<file path="src/hdl/stmin_pkg.sv">
package stmin_pkg;

  localparam int unsigned VALUE_W   = 32;
  localparam int unsigned POS_W     = 10;
  localparam int unsigned KIND_W    = 2;
  localparam int unsigned S_TDATA_W = 64;
  localparam int unsigned M_TDATA_W = 32;

  localparam logic signed [VALUE_W-1:0] MIN_IDENTITY = 32'sh7FFF_FFFF;

  typedef enum logic [KIND_W-1:0] {
    KIND_UPDATE,
    KIND_QUERY,
    KIND_EMPTY
  } kind_e;

  function automatic logic signed [VALUE_W-1:0] min_val(
    input logic signed [VALUE_W-1:0] a,
    input logic signed [VALUE_W-1:0] b
  );
    return (a < b) ? a : b;
  endfunction

endpackage

</file>
<file path="src/hdl/stmin_back.sv">
module stmin_back #(
  parameter int unsigned LEAF_COUNT = 1024,
  parameter int unsigned AW         = 11,
  parameter int unsigned CW         = 12,
  parameter int unsigned EW         = 2 + 2 * 12 + 32
) (
  input  logic                                 clk_i,
  input  logic                                 rst_ni,
  input  logic                                 q_valid_i,
  input  logic [EW-1:0]                        q_data_i,
  output logic                                 q_pop_o,
  output logic                                 clear_done_o,
  output logic                                 ram_we_o,
  output logic [AW-1:0]                        ram_waddr_o,
  output logic signed [stmin_pkg::VALUE_W-1:0] ram_wdata_o,
  output logic [AW-1:0]                        ram_raddr_o,
  input  logic signed [stmin_pkg::VALUE_W-1:0] ram_rdata_i,
  output logic                                 m_valid_o,
  input  logic                                 m_ready_i,
  output logic signed [stmin_pkg::VALUE_W-1:0] m_minimum_o,
  output logic                                 m_empty_o
);
  import stmin_pkg::*;

  localparam logic [AW-1:0] LAST_NODE = AW'(2 * LEAF_COUNT - 1);
  localparam logic [CW-1:0] ROOT      = CW'(1);
  localparam logic [CW-1:0] TOP_CURS  = CW'(2 * LEAF_COUNT);

  typedef enum logic [2:0] {
    ST_CLEAR,
    ST_IDLE,
    ST_UPD,
    ST_QRY,
    ST_DONE
  } state_e;

  state_e                    state_q, state_d;
  logic [AW-1:0]             clr_q, clr_d;
  logic [CW-1:0]             lo_q, lo_d, hi_q, hi_d;
  logic signed [VALUE_W-1:0] acc_q, acc_d;
  logic                      pend_q, pend_d;
  logic                      empty_q, empty_d;
  logic                      out_valid_q, out_valid_d;
  logic signed [VALUE_W-1:0] out_min_q, out_min_d;
  logic                      out_empty_q, out_empty_d;

  kind_e                     q_kind;
  logic [CW-1:0]             q_lo, q_hi;
  logic signed [VALUE_W-1:0] q_value;
  logic [CW-1:0]             parent;
  logic signed [VALUE_W-1:0] merged, taken;
  logic                      slot_free;

  assign q_kind  = kind_e'(q_data_i[EW-1 -: KIND_W]);
  assign q_lo    = q_data_i[VALUE_W+2*CW-1 -: CW];
  assign q_hi    = q_data_i[VALUE_W+CW-1 -: CW];
  assign q_value = q_data_i[VALUE_W-1:0];

  assign parent    = lo_q >> 1;
  assign merged    = min_val(acc_q, ram_rdata_i);
  assign taken     = pend_q ? merged : acc_q;
  assign slot_free = ~out_valid_q | m_ready_i;

  assign clear_done_o = (state_q != ST_CLEAR);
  assign m_valid_o    = out_valid_q;
  assign m_minimum_o  = out_min_q;
  assign m_empty_o    = out_empty_q;

  always_comb begin
    state_d     = state_q;
    clr_d       = clr_q;
    lo_d        = lo_q;
    hi_d        = hi_q;
    acc_d       = acc_q;
    pend_d      = pend_q;
    empty_d     = empty_q;
    out_valid_d = out_valid_q & ~m_ready_i;
    out_min_d   = out_min_q;
    out_empty_d = out_empty_q;
    q_pop_o     = 1'b0;
    ram_we_o    = 1'b0;
    ram_waddr_o = '0;
    ram_wdata_o = MIN_IDENTITY;
    ram_raddr_o = '0;
    unique case (state_q)
      ST_CLEAR: begin
        ram_we_o    = 1'b1;
        ram_waddr_o = clr_q;
        clr_d       = clr_q + AW'(1);
        if (clr_q == LAST_NODE) begin
          state_d = ST_IDLE;
        end
      end
      ST_IDLE: begin
        if (q_valid_i) begin
          q_pop_o = 1'b1;
          unique case (q_kind)
            KIND_UPDATE: begin
              ram_we_o    = 1'b1;
              ram_waddr_o = q_lo[AW-1:0];
              ram_wdata_o = q_value;
              ram_raddr_o = q_lo[AW-1:0] ^ AW'(1);
              acc_d       = q_value;
              lo_d        = q_lo;
              state_d     = ST_UPD;
            end
            KIND_QUERY: begin
              lo_d    = q_lo;
              hi_d    = q_hi;
              acc_d   = MIN_IDENTITY;
              pend_d  = 1'b0;
              empty_d = 1'b0;
              state_d = ST_QRY;
            end
            default: begin
              acc_d   = MIN_IDENTITY;
              empty_d = 1'b1;
              state_d = ST_DONE;
            end
          endcase
        end
      end
      ST_UPD: begin
        ram_we_o    = 1'b1;
        ram_waddr_o = parent[AW-1:0];
        ram_wdata_o = merged;
        ram_raddr_o = parent[AW-1:0] ^ AW'(1);
        acc_d       = merged;
        lo_d        = parent;
        if (parent == ROOT) begin
          state_d = ST_IDLE;
        end
      end
      ST_QRY: begin
        acc_d  = taken;
        pend_d = 1'b0;
        if (lo_q < hi_q) begin
          if (lo_q[0]) begin
            ram_raddr_o = lo_q[AW-1:0];
            lo_d        = lo_q + CW'(1);
            pend_d      = 1'b1;
          end else if (hi_q[0]) begin
            ram_raddr_o = hi_q[AW-1:0] - AW'(1);
            hi_d        = hi_q - CW'(1);
            pend_d      = 1'b1;
          end else begin
            lo_d = lo_q >> 1;
            hi_d = hi_q >> 1;
          end
        end else begin
          state_d = ST_DONE;
        end
      end
      ST_DONE: begin
        if (slot_free) begin
          out_valid_d = 1'b1;
          out_min_d   = acc_q;
          out_empty_d = empty_q;
          state_d     = ST_IDLE;
        end
      end
      default: begin
        state_d = ST_IDLE;
      end
    endcase
  end

  always_ff @(posedge clk_i or negedge rst_ni) begin
    if (!rst_ni) begin
      state_q     <= ST_CLEAR;
      clr_q       <= '0;
      pend_q      <= 1'b0;
      out_valid_q <= 1'b0;
    end else begin
      state_q     <= state_d;
      clr_q       <= clr_d;
      pend_q      <= pend_d;
      out_valid_q <= out_valid_d;
    end
  end

  always_ff @(posedge clk_i) begin
    lo_q        <= lo_d;
    hi_q        <= hi_d;
    acc_q       <= acc_d;
    empty_q     <= empty_d;
    out_min_q   <= out_min_d;
    out_empty_q <= out_empty_d;
  end

  clr_pop_chk: assert property (@(posedge clk_i) disable iff (!rst_ni)
    (state_q == ST_CLEAR) |-> !q_pop_o)
    else $error("item taken during clearing pass");

  upd_node_chk: assert property (@(posedge clk_i) disable iff (!rst_ni)
    (state_q == ST_UPD) |-> (lo_q > ROOT))
    else $error("update walked past the root");

  qry_cursor_chk: assert property (@(posedge clk_i) disable iff (!rst_ni)
    (state_q == ST_QRY) |-> (hi_q <= TOP_CURS))
    else $error("query cursor beyond the tree");

  out_src_chk: assert property (@(posedge clk_i) disable iff (!rst_ni)
    $rose(out_valid_q) |-> ($past(state_q) == ST_DONE))
    else $error("result loaded outside the done state");

  qry_empty_chk: assert property (@(posedge clk_i) disable iff (!rst_ni)
    (out_valid_q && out_empty_q) |-> (out_min_q == MIN_IDENTITY))
    else $error("empty range with a non-identity minimum");

endmodule

</file>
<file path="config.mk">
export PLATFORM = sky130hd
export DESIGN_NAME = stmin_back
export DESIGN_NICKNAME = d
export VERILOG_FILES = /design/src/hdl/stmin_pkg.sv /design/src/hdl/stmin_back.sv
export SDC_FILE = /design/constraint.sdc
export NUM_CORES = 1
export LEC_CHECK = 0
export ABC_CLOCK_PERIOD_IN_PS = 4400
export BUFFER_PORTS_ARGS = -buffer_cell sky130_fd_sc_hd__buf_2
export CAP_MARGIN = 0
export CORE_AREA = 2 2 119 121
export CTS_BUF_LIST = sky130_fd_sc_hd__clkbuf_2
export CTS_CLUSTER_SIZE = 40
export DETAILED_ROUTE_END_ITERATION = 8
export DIE_AREA = 0 0 121 123
export GPL_TIMING_DRIVEN = 0
export PLACE_DENSITY = 0.81
export SLEW_MARGIN = 5
export SYNTH_ARGS = -nofsm -noshare
export SYNTH_HDL_FRONTEND = slang
export SYNTH_SLANG_ARGS = --single-unit
</file>
<file path="constraint.sdc">
create_clock -name clk_i -period 4.4 [get_ports clk_i]
set_input_delay 0.44 -clock clk_i [delete_from_list [all_inputs] [get_ports clk_i]]
set_output_delay 0.44 -clock clk_i [all_outputs]
set_load 0.005 [all_outputs]
</file>
Yosys cells after proc, flatten, opt, wreduce, memory -nomap -nowiden. Cells that the tools add are included.

Bits in registers: 106. Bits of input ports: 94. Logic and storage cells: 106.

Add/sub/neg operators: 4. $lt $le $gt $ge: 2. Eq/ne operators: 18. Muxes and demuxes: 49. Bitwise gates (word level): 7. Reductions and logical operators: 15.

Operators by type and width (count): $mux 32 (5); $mux 12 (10); $pmux 32 s3 (1); $mux 11 (7); $pmux 11 s3 (2); $pmux 32 s2 (1); $pmux 12 s3 (1); $lt 32x32->1 (1); $pmux 12 s2 (1); $ne 2x2->1 const B (9); $mux 3 (5); $pmux 3 s5 (1); $reduce_and 5->1 (3); $add 12x1->12 const B (1); $lt 12x12->1 (1); $sub 12x1->12 const B (1); $add 11x1->11 const B (1); $eq 11x1->1 const B (1); $eq 11x11->1 const B (1); $mux 1 (11); $sub 11x1->11 const B (1); $reduce_and 3->1 (3); $eq 3x2->1 const B (2); $pmux 1 s2 (3); other kinds (16) (22).

Longest topological paths before layout. Gate-level depths: netlist of run 1.

Depth after elaboration: 5. Gate-level depth with buffers: 11. Depth with buffers taken out: 9.

Worst setup path after synthesis of run 1. Ideal clock, no wire load.

Path type: register -> register. Start: reg lo_q[5]. End: reg lo_q[10] (enable). Data arrival time: 2.454 ns. Path slack: 1.550 ns. Cell stages (with the launch flop): 9. Buffers on the path: 0. Period minus slack after synthesis: 2.850 ns. Cells stage by stage: edfxtp_1 -> ha_1 -> a21o_1 -> a21oi_1 -> nor2b_1 -> o21ai_0 -> o311a_1 -> o31a_1 -> a21boi_0.

Word-level cells in the longest chain between the ends: 3.

RTL lines: start, declared (line stmin_back.sv:39) `logic [CW-1:0] lo_q, lo_d, hi_q, hi_d;`; start signal, assigned (line stmin_back.sv:183) `lo_q <= lo_d;`; $lt 12x12->1 (line stmin_back.sv:137) `if (lo_q < hi_q) begin`; $ne 2x2->1 (no line); $reduce_and 5->1 (no line).

Every way passes these cells. A chain may end at the register's enable or synchronous reset.

Final worst setup path of run 1.
Start: reg acc_q[5]. End: out ram_wdata_o[2] in the netlist's numbering.

Word-level cells in the longest chain between the ends: 3.

RTL lines: start, declared (line stmin_back.sv:40) `logic signed [VALUE_W-1:0] acc_q, acc_d;`; start signal, assigned (line stmin_back.sv:185) `acc_q <= acc_d;`; $lt 32x32->1 (line stmin_pkg.sv:21) `return (a < b) ? a : b;`; $mux 32 (line stmin_pkg.sv:21); $pmux 32 s2 (line stmin_back.sv:85) `unique case (state_q)`; end, declared (line stmin_back.sv:15) `output logic signed [stmin_pkg::VALUE_W-1:0] ram_wdata_o,`.

Every way passes these cells.

==> flow_summary.yaml, run 1 <==
run_status:
  status: "finished, final reports clean"
cts:
  cts_tree: "done"
  cts_root_buffer: "clkbuf_2"
  clock_sinks: 106
  clock_path_buffers: 2
  path_clk_slew_ns: 0.28
  clock_latency_ns: 0.66
  htree_levels: 3
  post_cts_resized: 0
  numCtsBuffers: 9
placement:
  port_buffers: 184
  place_inst: 1181
  dp_hpwl_mm: 16.49
  place_congestion: 0.9333
setup_path:
  slowest_stage: "edfxtp_1"
  cpPeakStageDelay_ns: 0.53
  worstReg2RegStart: "lo_q[5]$_DFFE_PP_"
  cp_max_fo: 10
  critPathKind: "register to output pin"
  worstSetupStartpoint: "acc_q[5]$_DFFE_PP_"
  crit_chain: "ha_1 -> a21oi_1 -> o21ai_0 -> a221o_1 -> o31a_1 -> a211oi_2 -> buf_4 -> buf_4 -> nor3_1 -> a211oi_2 -> buf_2"
  crit_required_ns: 3.96
  startpoint_type: "register"
  rr_worst_depth: 8
  endpoint_kind: "output pin"
  critPathArrivalTime_ns: 3.48
logic_synthesis:
  synthAdderAreaFrac_pct: 7.287
  synth_compound_area_share_pct: 20.78
  ys_warn_count: 0
  synth_top_area_share_pct: 36.60
  yosys-mux-area-fraction_pct: 0.2881
  ys.flop_type: "edfxtp_1"
  ys_seq_area_share_pct: 42.03
  synth_edf_count: 90
  synth_xor_area_share_pct: 2.372
  async_flop_share_pct: 15.09
  synth.distinct_cells: 56
  syn_inst: 815
  avgSynthCellArea_sq_um: 9.059
  synth_commonest_cells: "nor2_1 (161), edfxtp_1 (90), nand2_1 (69), nor3_1 (65), a211oi_2 (56)"
  syn_nets: 952
  synthTopCellsByArea: "edfxtp_1 (37%), a211oi_2 (9.5%), nor2_1 (8.2%), ha_1 (7.3%), dfrtp_1 (5.4%)"
  yosys.area_share.simple_pct: 20.88
  netlist_area_sq_um: 7383
  ys_ff_latch: 106
  synth.most_common_cell: "nor2_1"
  yosys.area.top_type: "edfxtp_1"
  synth_top_family_by_area: "simple AND/OR/NAND/NOR gates"
route:
  drt-initial-drc-count: 712
  wl_met1_mm: 8.571
  drtPass1Iterations: 6
  vias_per_cell: 5.807
  wl_per_cell_um: 17.98
  maxUsedRoutingLayer: "met4"
  met3_length_mm: 1.928
  wl_mm: 21.57
  ant_nets: 0
  wl_met2_mm: 10.45
  drc_errors: 0
  num_vias: 6968
hold_path:
  hp-start: "q_data_i[43]"
  holdPathStages: 3
  hp-class: "primary input to register"
sta:
  slew_headroom_pct: 16.18
  rsz0062_at_grt: "no"
  fmax_mhz: 255.0
  setup_viol: 0
  fin_crit_sh_pct: 89.11
  setup-tns-final_ns: 0
  drv_slew: 0
  tightest_slew_ns: 1.257
  period_needed_ns: 3.921
  finClkSkew_ns: 0.06101
  hold_viol: 0
  whs_ns: 0.06155
floorplanning:
  start_util_pct: 54.24
  core_sq_um: 13610
  die_area_sq_um: 14880
  fp-row-count: 43
  die_y_um: 123
  die_w_um: 121
  num_io_pins: 185
grt:
  overflow: 0
  grt_antenna_before_repair: 1
  grt_pass1_wl_mm: 33.48
  grt_max_degree: 34
  first_global_vias: 6741
  grt_usage_pct: 28.66
cells_and_area:
  nets: 1150
  area_delta_synth_final_pct: 18.17
  stdcell_count: 1200
  drive_gt1_share_pct: 27.31
pwr:
  p_per_area_nw_per_um2: 577.2
  p_leak_uw: 0.003603
  vdd.ir_drop.worst_mv: 0.3465
flow_run:
  drv_cap: 0
==> report_power, final <==
part / internal (uW) / leakage [uW] / switching, uW
logic: 991 / 0.00251 / 1720
clock network: 188 / 0.0000833 / 354
registers: 1520 / 0.00101 / 271
total: 2700 / 0.00360 / 2340
==> sequential cells by signal, indices dropped and copies added, names as in the netlist, named ones only <==
name,count
acc_q,32
clr_q,11
empty_q,1
hi_q,11
lo_q,12
m_empty_o,1
m_minimum_o,32
m_valid_o,1
pend_q,1
state_q,3
==> stage by stage <==
| step | cell area, sq um | power [uW] | setup WS (ns) | utilization (%) |
|---|---|---|---|---|
| floorplan | 7383 | 3559 | 1.550 | - |
| global placement | 8529 | 4379 | 0.4904 | 62.66 |
| detailed placement | 8577 | 4473 | 1.080 | 63.01 |
| CTS | 8720 | 4997 | 0.4958 | 64.06 |
| global route | 8720 | 5355 | 0.3086 | 64.06 |
| finish | 8725 | 5036 | 0.4792 | 64.10 |
==> path summary, 6_finish.rpt <==
path	slack, ns	endpoint
max in group asynchronous	3.93	m_valid_o$_DFF_PN0_
worst max register to register	1.33	hi_q[9]$_DFFE_PP_
min in group asynchronous	0.19	clr_q[3]$_DFFE_PN0N_
worst min register to register	0.47	m_empty_o$_DFFE_PP_
worst max-delay path	0.48	ram_wdata_o[2]
worst min-delay path	0.06	hi_q[11]$_DFFE_PP_
==> worst max-delay path, delay by kind of cell (launching register included) <==
family                   cells  cell delay, ns
AO/OA/AOI/OAI                6            1.34
buffers and inverters        3            0.60
flip-flops                   1            0.53
adder cells (fa/ha/maj)      1            0.33
AND/OR/NAND/NOR              1            0.08
==> cells by family after synthesis <==
family | count (synthesis)
simple gates | 352
flops | 106
xor+xnor | 20
compound gates | 185
mux | 2
buf+inv | 107
fa+ha+maj | 43
==> cells in the final DEF, fill, tap and decap left out, types with 2 or more instances in the layout <==
cell	n
o311ai_0	2
and3_1	4
a221o_1	2
o21ai_0	34
a2bb2oi_1	2
nand3_1	16
nor4b_1	2
xor2_1	7
o21bai_1	2
inv_1	52
ha_1	43
edfxtp_1	90
nor4_1	3
buf_2	187
buf_4	8
nand2_1	69
dfrtp_1	16
a21oi_1	27
nor2b_1	3
xnor2_1	13
o31a_1	2
a211oi_1	7
and4_1	2
nand2b_1	13
clkbuf_2	11
diode_2	2
o31ai_1	4
buf_6	5
nor3_1	65
clkinv_2	2
nor2_1	161
a21o_1	4
clkbuf_1	38
a22oi_1	16
bufinv_16	2
a211o_1	2
nand4_1	9
a211oi_2	56
a31oi_1	10
==> routing by layer <==
| metal | vias up | global-route usage [%] |
|---|---|---|
| met5 | - | 0 |
| met4 | 0 | 12.14 |
| met3 | 46 | 4.382 |
| met2 | 350 | 49.47 |
| met1 | 3242 | 35.92 |
| li1 | 3330 | - |
==> layout make-up <==
cell class / count / area [sq um]
fillers: 1192 / 4887
multi-input cells: 602 / 3822
flip-flops and latches: 106 / 3103
repair buffers: 187 / 965.9
plain buffers: 55 / 275.3
well taps: 180 / 225.2
inverters: 52 / 195.2
clock inverters: 6 / 82.58
clock buffers: 10 / 50.05
diodes: 2 / 5.005
==> what timing repair did <==
action,in CTS,in global routing
hold buffers,1,0
hold endpoints to repair,16,0
setup buffers,0,0
(Power assumes the default switching activity.)
==> inputs of run 2 (changes only) <==
Settings changed: RECOVER_POWER set to 100.
==> flow_summary.yaml, run 2 (synthesis gave the netlist of run 1 again) <==
pwr:
  switching_power_uw: 2299
  pwr-share-comb_pct: 52.2
  power_frac_seq_pct: 36.8
  p_int_uw: 2582
  switching_share_pct: 47.10
  power_frac_clock_pct: 11.1
  vdd.ir_drop.worst_mv: 0.3271
  p_per_area_nw_per_um2: 575.1
  p_leak_uw: 0.003399
hold_path:
  hp-start: "q_data_i[43]"
  hp-class: "primary input to register"
sta:
  fin_crit_sh_pct: 93.54
  whs_ns: 0.05943
  setup-tns-final_ns: 0
  drv_slew: 34
  rsz0062_at_grt: "no"
  setup_viol: 0
  period_needed_ns: 4.116
  timing.final.ws_setup_ns: 0.2841
  hold_viol: 0
  tightest_slew_ns: 1.710
  fmax_mhz: 243.0
  slew_headroom_pct: -14.01
  finClkSkew_ns: 0.05146
route:
  wl_per_cell_um: 18.11
  ant_nets: 0
  wl_mm: 21.71
  drtPass1Iterations: 5
  num_vias: 7056
  drc_errors: 0
  vias_per_cell: 5.885
  drt-initial-drc-count: 753
floorplanning:
  die_y_um: 123
  fp-row-count: 43
  start_util_pct: 54.24
  die_area_sq_um: 14880
  core_sq_um: 13610
  die_w_um: 121
  num_io_pins: 185
cts:
  cts_tree: "done"
  htree_levels: 3
  path_clk_slew_ns: 0.29
  cts_root_buffer: "clkbuf_2"
  clock_latency_ns: 0.65
  clock_sinks: 106
  post-cts-setup-buffers: 0
  numCtsBuffers: 9
  clock_path_buffers: 2
  post_cts_resized: 0
setup_path:
  slowest_stage: "edfxtp_1"
  crit_required_ns: 3.96
  cp_max_fo: 10
  endpoint_kind: "output pin"
  worstSetupStartpoint: "acc_q[5]$_DFFE_PP_"
  startpoint_type: "register"
  worstReg2RegStart: "state_q[1]$_DFFE_PN0P_"
  critPathKind: "register to output pin"
  critPathArrivalTime_ns: 3.68
  crit_chain: "ha_1 -> a21oi_1 -> o21ai_0 -> a221o_1 -> o31a_1 -> a211oi_1 -> buf_4 -> buf_6 -> nor3_1 -> a211oi_1 -> buf_2"
  crit_top_cell: "a211oi_1"
  cpPeakStageDelay_ns: 0.53
flow_run:
  drv_cap: 1
cells_and_area:
  nets: 1150
  final_cell_mix: "nor2_1 (161), buf_2 (134), clkbuf_1 (94)"
  multiInputGateArea_sq_um: 3705
  fill_cells: 1245
  area_delta_synth_final_pct: 14.95
  utilization_pct: 62.35
  ff_latch_area_sq_um: 3103
  drive_gt1_share_pct: 19.65
  layout_commonest_cell: "nor2_1"
grt:
  first_global_vias: 6741
  grt_pass1_wl_mm: 33.48
  grt_max_degree: 34
  overflow: 0
  grt_usage_pct: 28.66
  grt_antenna_before_repair: 1
run_status:
  failed_checks: "max-capacitance violations, max-slew violations"
  status: "complete, but fails checks"
placement:
  dp_hpwl_mm: 16.49
  post-place-ws_ns: 1.080
  place_congestion: 0.9333
  port_buffers: 184
run 2: cell types whose count changed in the layout (fill, tap and decap cells not counted), sizes merged:
| cell | before | now |
|---|---|---|
| clkbuf | 49 | 110 |
| buf | 202 | 141 |
| diode | 2 | 1 |
run 2: area by class of cell:
type / instances / area share, %
multi-input combinational: 602 / 43.65
antenna: 1 / 0.02949
clock buffer: 10 / 0.5897
tap: 180 / 2.654
sequential: 106 / 36.56
clock inverter: 6 / 0.9730
buffer: 55 / 2.904
inverter: 52 / 2.300
timing repair buffer: 187 / 10.33
run 2: worst paths after layout:
kind                            slack [ns]  cells after the start              endpoint
worst max-delay path                  0.28                     11       ram_wdata_o[30]
worst min-delay path                  0.06                      3    hi_q[11]$_DFFE_PP_
worst max register to register        1.03                      4   acc_q[23]$_DFFE_PP_
worst min register to register        0.47                      0   m_empty_o$_DFFE_PP_
max in group asynchronous             3.50                      2   m_valid_o$_DFF_PN0_
min in group asynchronous             0.37                      2  clr_q[3]$_DFFE_PN0N_
run 2: through the flow:
step | area, sq um | power [uW] | cells
2_1_floorplan | 7383 | 3559 | 815
3_3_place_gp | 8529 | 4379 | 1179
3_5_place_dp | 8577 | 4473 | 1181
4_1_cts | 8720 | 4997 | 1198
5_1_grt | 8484 | 5200 | 1198
6_report | 8487 | 4881 | 1199
run 2: power groups by stage:
stage	Combinational, uW	Sequential (uW)	Clock [uW]
after floorplan	1840	1720	0
after global placement	2560	1820	0
after detailed placement	2670	1810	0
after CTS	2680	1780	533
after global routing	2800	1830	572
final	2550	1800	540
run 2: metal layers:
| metal | vias to the layer above | share of wire [%] | global-route usage (%) |
|---|---|---|---|
| li1 | 3334 | - | - |
| met1 | 3296 | 40 | 35.92 |
| met2 | 381 | 48 | 49.47 |
| met3 | 45 | 9.2 | 4.382 |
| met4 | 0 | 2.8 | 12.14 |
| met5 | - | 0 | 0 |
run 2: repair_timing:
item                                    4_1_cts  5_1_grt
endpoints found under the hold margin        16        0
endpoints found under the setup margin        0        0
hold buffers                                  1        0
run 2: worst max-delay path: cells and delay by family, from the launching register on:
family                   cells  cell delay, ns
AO/OA/AOI/OAI                6            1.57
adder cells (fa/ha/maj)      1            0.33
buffers and inverters        3            0.60
flip-flops                   1            0.53
AND/OR/NAND/NOR              1            0.06
==> inputs of run 3 (changes only) <==
Settings changed: ABC_AREA set to 1, CORE_AREA 2 2 119 121 to 2 2 120 122, CTS_CLUSTER_SIZE 40 to unset, DIE_AREA 0 0 121 123 to 0 0 122 124.
==> flow_summary.yaml, run 3 <==
grt:
  grt_max_degree: 31
  overflow: 0
  first_global_vias: 7061
  grt_usage_pct: 28.90
  grt_pass1_wl_mm: 33.96
  grt_antenna_before_repair: 1
floorplanning:
  core_sq_um: 13720
  fp-row-count: 43
  die_area_sq_um: 15130
  die_y_um: 124
  start_util_pct: 54.28
  die_w_um: 122
  num_io_pins: 185
flow_run:
  drv_cap: 0
route:
  ant_nets: 0
  drtPass1Iterations: 5
  wl_per_cell_um: 15.93
  wl_mm: 21.86
  num_vias: 7575
  drt-initial-drc-count: 693
  drc_errors: 0
  vias_per_cell: 5.521
setup_path:
  crit_family: "simple AND/OR/NAND/NOR gates"
  worstSetupStartpoint: "acc_q[31]$_DFFE_PP_"
  crit_buf_inv: 3
  worstReg2RegStart: "state_q[2]$_DFFE_PN0P_"
  slowest_stage: "edfxtp_1"
  startpoint_type: "register"
  r2r-end: "acc_q[7]$_DFFE_PP_"
  crit_chain: "ha_1 -> nand4_1 -> inv_1 -> nand4_1 -> a21oi_1 -> nor2_1 -> nand3_1 -> clkbuf_1 -> nand3_1 -> nand3_1 -> nand2_1 -> buf_2"
  crit_top_cell: "nand3_1"
  crit_required_ns: 3.96
  rr_worst_depth: 9
  critPathKind: "register to output pin"
  cpPeakStageDelay_ns: 0.49
  endpoint_kind: "output pin"
  critPathArrivalTime_ns: 3.35
  cp_max_fo: 10
  r2r_slack_ns: 1.01
sta:
  drv_slew: 0
  slew_headroom_pct: 10.46
  hold_viol: 0
  setup-tns-final_ns: 0
  setup_viol: 0
  tightest_slew_ns: 1.343
  period_needed_ns: 3.794
  rsz0062_at_grt: "no"
  fmax_mhz: 263.6
  finClkSkew_ns: 0.02725
  fin_crit_sh_pct: 86.22
placement:
  port_buffers: 184
  place_inst: 1353
  dp_hpwl_mm: 16.76
  place_congestion: 0.9588
logic_synthesis:
  syn_inst: 987
  yosys-mux-area-fraction_pct: 0
  synth.distinct_cells: 40
  synthTopCellsByArea: "edfxtp_1 (36%), nand2_1 (11%), nand3_1 (9.8%), inv_1 (7.8%), ha_1 (7.2%)"
  ys_ff_latch: 106
  synth_top_area_share_pct: 36.29
  synth_xor_area_share_pct: 1.294
  synth_top_family_by_area: "simple AND/OR/NAND/NOR gates"
  synth_commonest_cells: "nand2_1 (210), inv_1 (155), nand3_1 (146), edfxtp_1 (90), a21oi_1 (81)"
  synthAdderAreaFrac_pct: 7.224
  ys.flop_type: "edfxtp_1"
  synth_compound_area_share_pct: 11.42
  netlist_area_sq_um: 7447
  ys_warn_count: 0
  async_flop_share_pct: 15.09
  avgSynthCellArea_sq_um: 7.545
  yosys.area.top_type: "edfxtp_1"
  synth_edf_count: 90
  yosys.area_share.simple_pct: 27.64
  synth.most_common_cell: "nand2_1"
  ys_seq_area_share_pct: 41.67
  syn_nets: 1124
cells_and_area:
  ff_latch_area_sq_um: 3103
  nets: 1323
  final_cell_mix: "nand2_1 (212), inv_1 (158), buf_2 (147)"
  drive_gt1_share_pct: 15.45
  fill_cells: 1332
  multiInputGateArea_sq_um: 3516
  stdcell_count: 1372
  area_delta_synth_final_pct: 15.66
  layout_commonest_cell: "nand2_1"
cts:
  cts_root_buffer: "clkbuf_2"
  path_clk_slew_ns: 0.29
  post-cts-setup-buffers: 0
  cts_tree: "done"
  htree_levels: 3
  post_cts_resized: 0
  numCtsBuffers: 9
  clock_sinks: 106
  clock_path_buffers: 2
  cts_hold_buffers: 2
  clock_latency_ns: 0.64
pwr:
  p_per_area_nw_per_um2: 735.3
  power.total_uw: 6334
  p_leak_uw: 0.004187
  vdd.ir_drop.worst_mv: 0.3806
hold_path:
  holdPathStages: 3
  hp-start: "q_data_i[36]"
  hp-class: "primary input to register"
  holdPathEnd: "hi_q[4]$_DFFE_PP_"
run_status:
  status: "finished, final reports clean"
run 3: cell types whose count changed after synthesis, moves of 14 or more:
cell	change
nand2_1	+141
nand3_1	+130
inv_1	+103
nor2_1	-85
nor3_1	-57
a211oi_2	-56
a21oi_1	+53
clkbuf_1	-26
buf_2	+22
a22oi_1	-14
run 3: area by class of cell:
type                            instances  area share [%]
Multi-Input combinational cell        677           40.82
Sequential cell                       106           36.03
Timing Repair Buffer                  188           10.34
Inverter                              164           7.147
Tap cell                              180           2.615
Buffer                                 40           1.990
Clock buffer                           12          0.6973
Clock inverter                          4          0.3341
Antenna cell                            1         0.02905
run 3: logic make-up (layout without fill, tap and decap cells):
kind of cell,after synthesis,after routing
AOI/OAI and AO/OA,154,154
xor gates and xnor gates,11,11
adders and majority gates,43,43
buffers and inverters,204,408
DFF,106,106
other,0,1
and+or+nand+nor,469,469
run 3: tightest hold or removal path: stages:
cell     delay [ns]
buf_2          0.08
nand2_1        0.04
o21ai_0        0.06
run 3: where the power goes:
group	switching (uW)	total (uW)	internal [uW]
Combinational	2630	3910	1280
Sequential	296	2000	1700
Clock	344	426	81.8
Total	3270	6330	3070
run 3: routing by layer:
layer	share of wire (%)	global-route usage, %	up-vias
met5	0	0	-
met4	3.6	13.86	0
met3	8.3	4.029	56
met2	47	49.55	385
met1	41	36.10	3438
li1	-	-	3696
run 3: through the flow:
stage / instance area, sq um / setup WS (ns) / util (%) / hold slack, ns
floorplan: 7447 / 1.370 / - / 0.1444
global placement: 8593 / 0.2995 / 62.64 / 0.3694
detailed placement: 8656 / 1.419 / 63.09 / 0.3674
CTS: 8765 / 0.8195 / 63.89 / 0.02639
global route: 8611 / 0.3751 / 62.76 / 0.05461
finish: 8613 / 0.6063 / 62.78 / 0.05368
run 3: worst max-delay path by stage:
stage                     endpoint  depth (start not counted)
2_1_floorplan   acc_q[0]$_DFFE_PP_                          8
3_3_place_gp   acc_q[15]$_DFFE_PP_                          8
3_5_place_dp       ram_wdata_o[31]                         14
4_1_cts            ram_wdata_o[31]                         12
5_1_grt            ram_wdata_o[23]                         10
6_report           ram_wdata_o[31]                         12
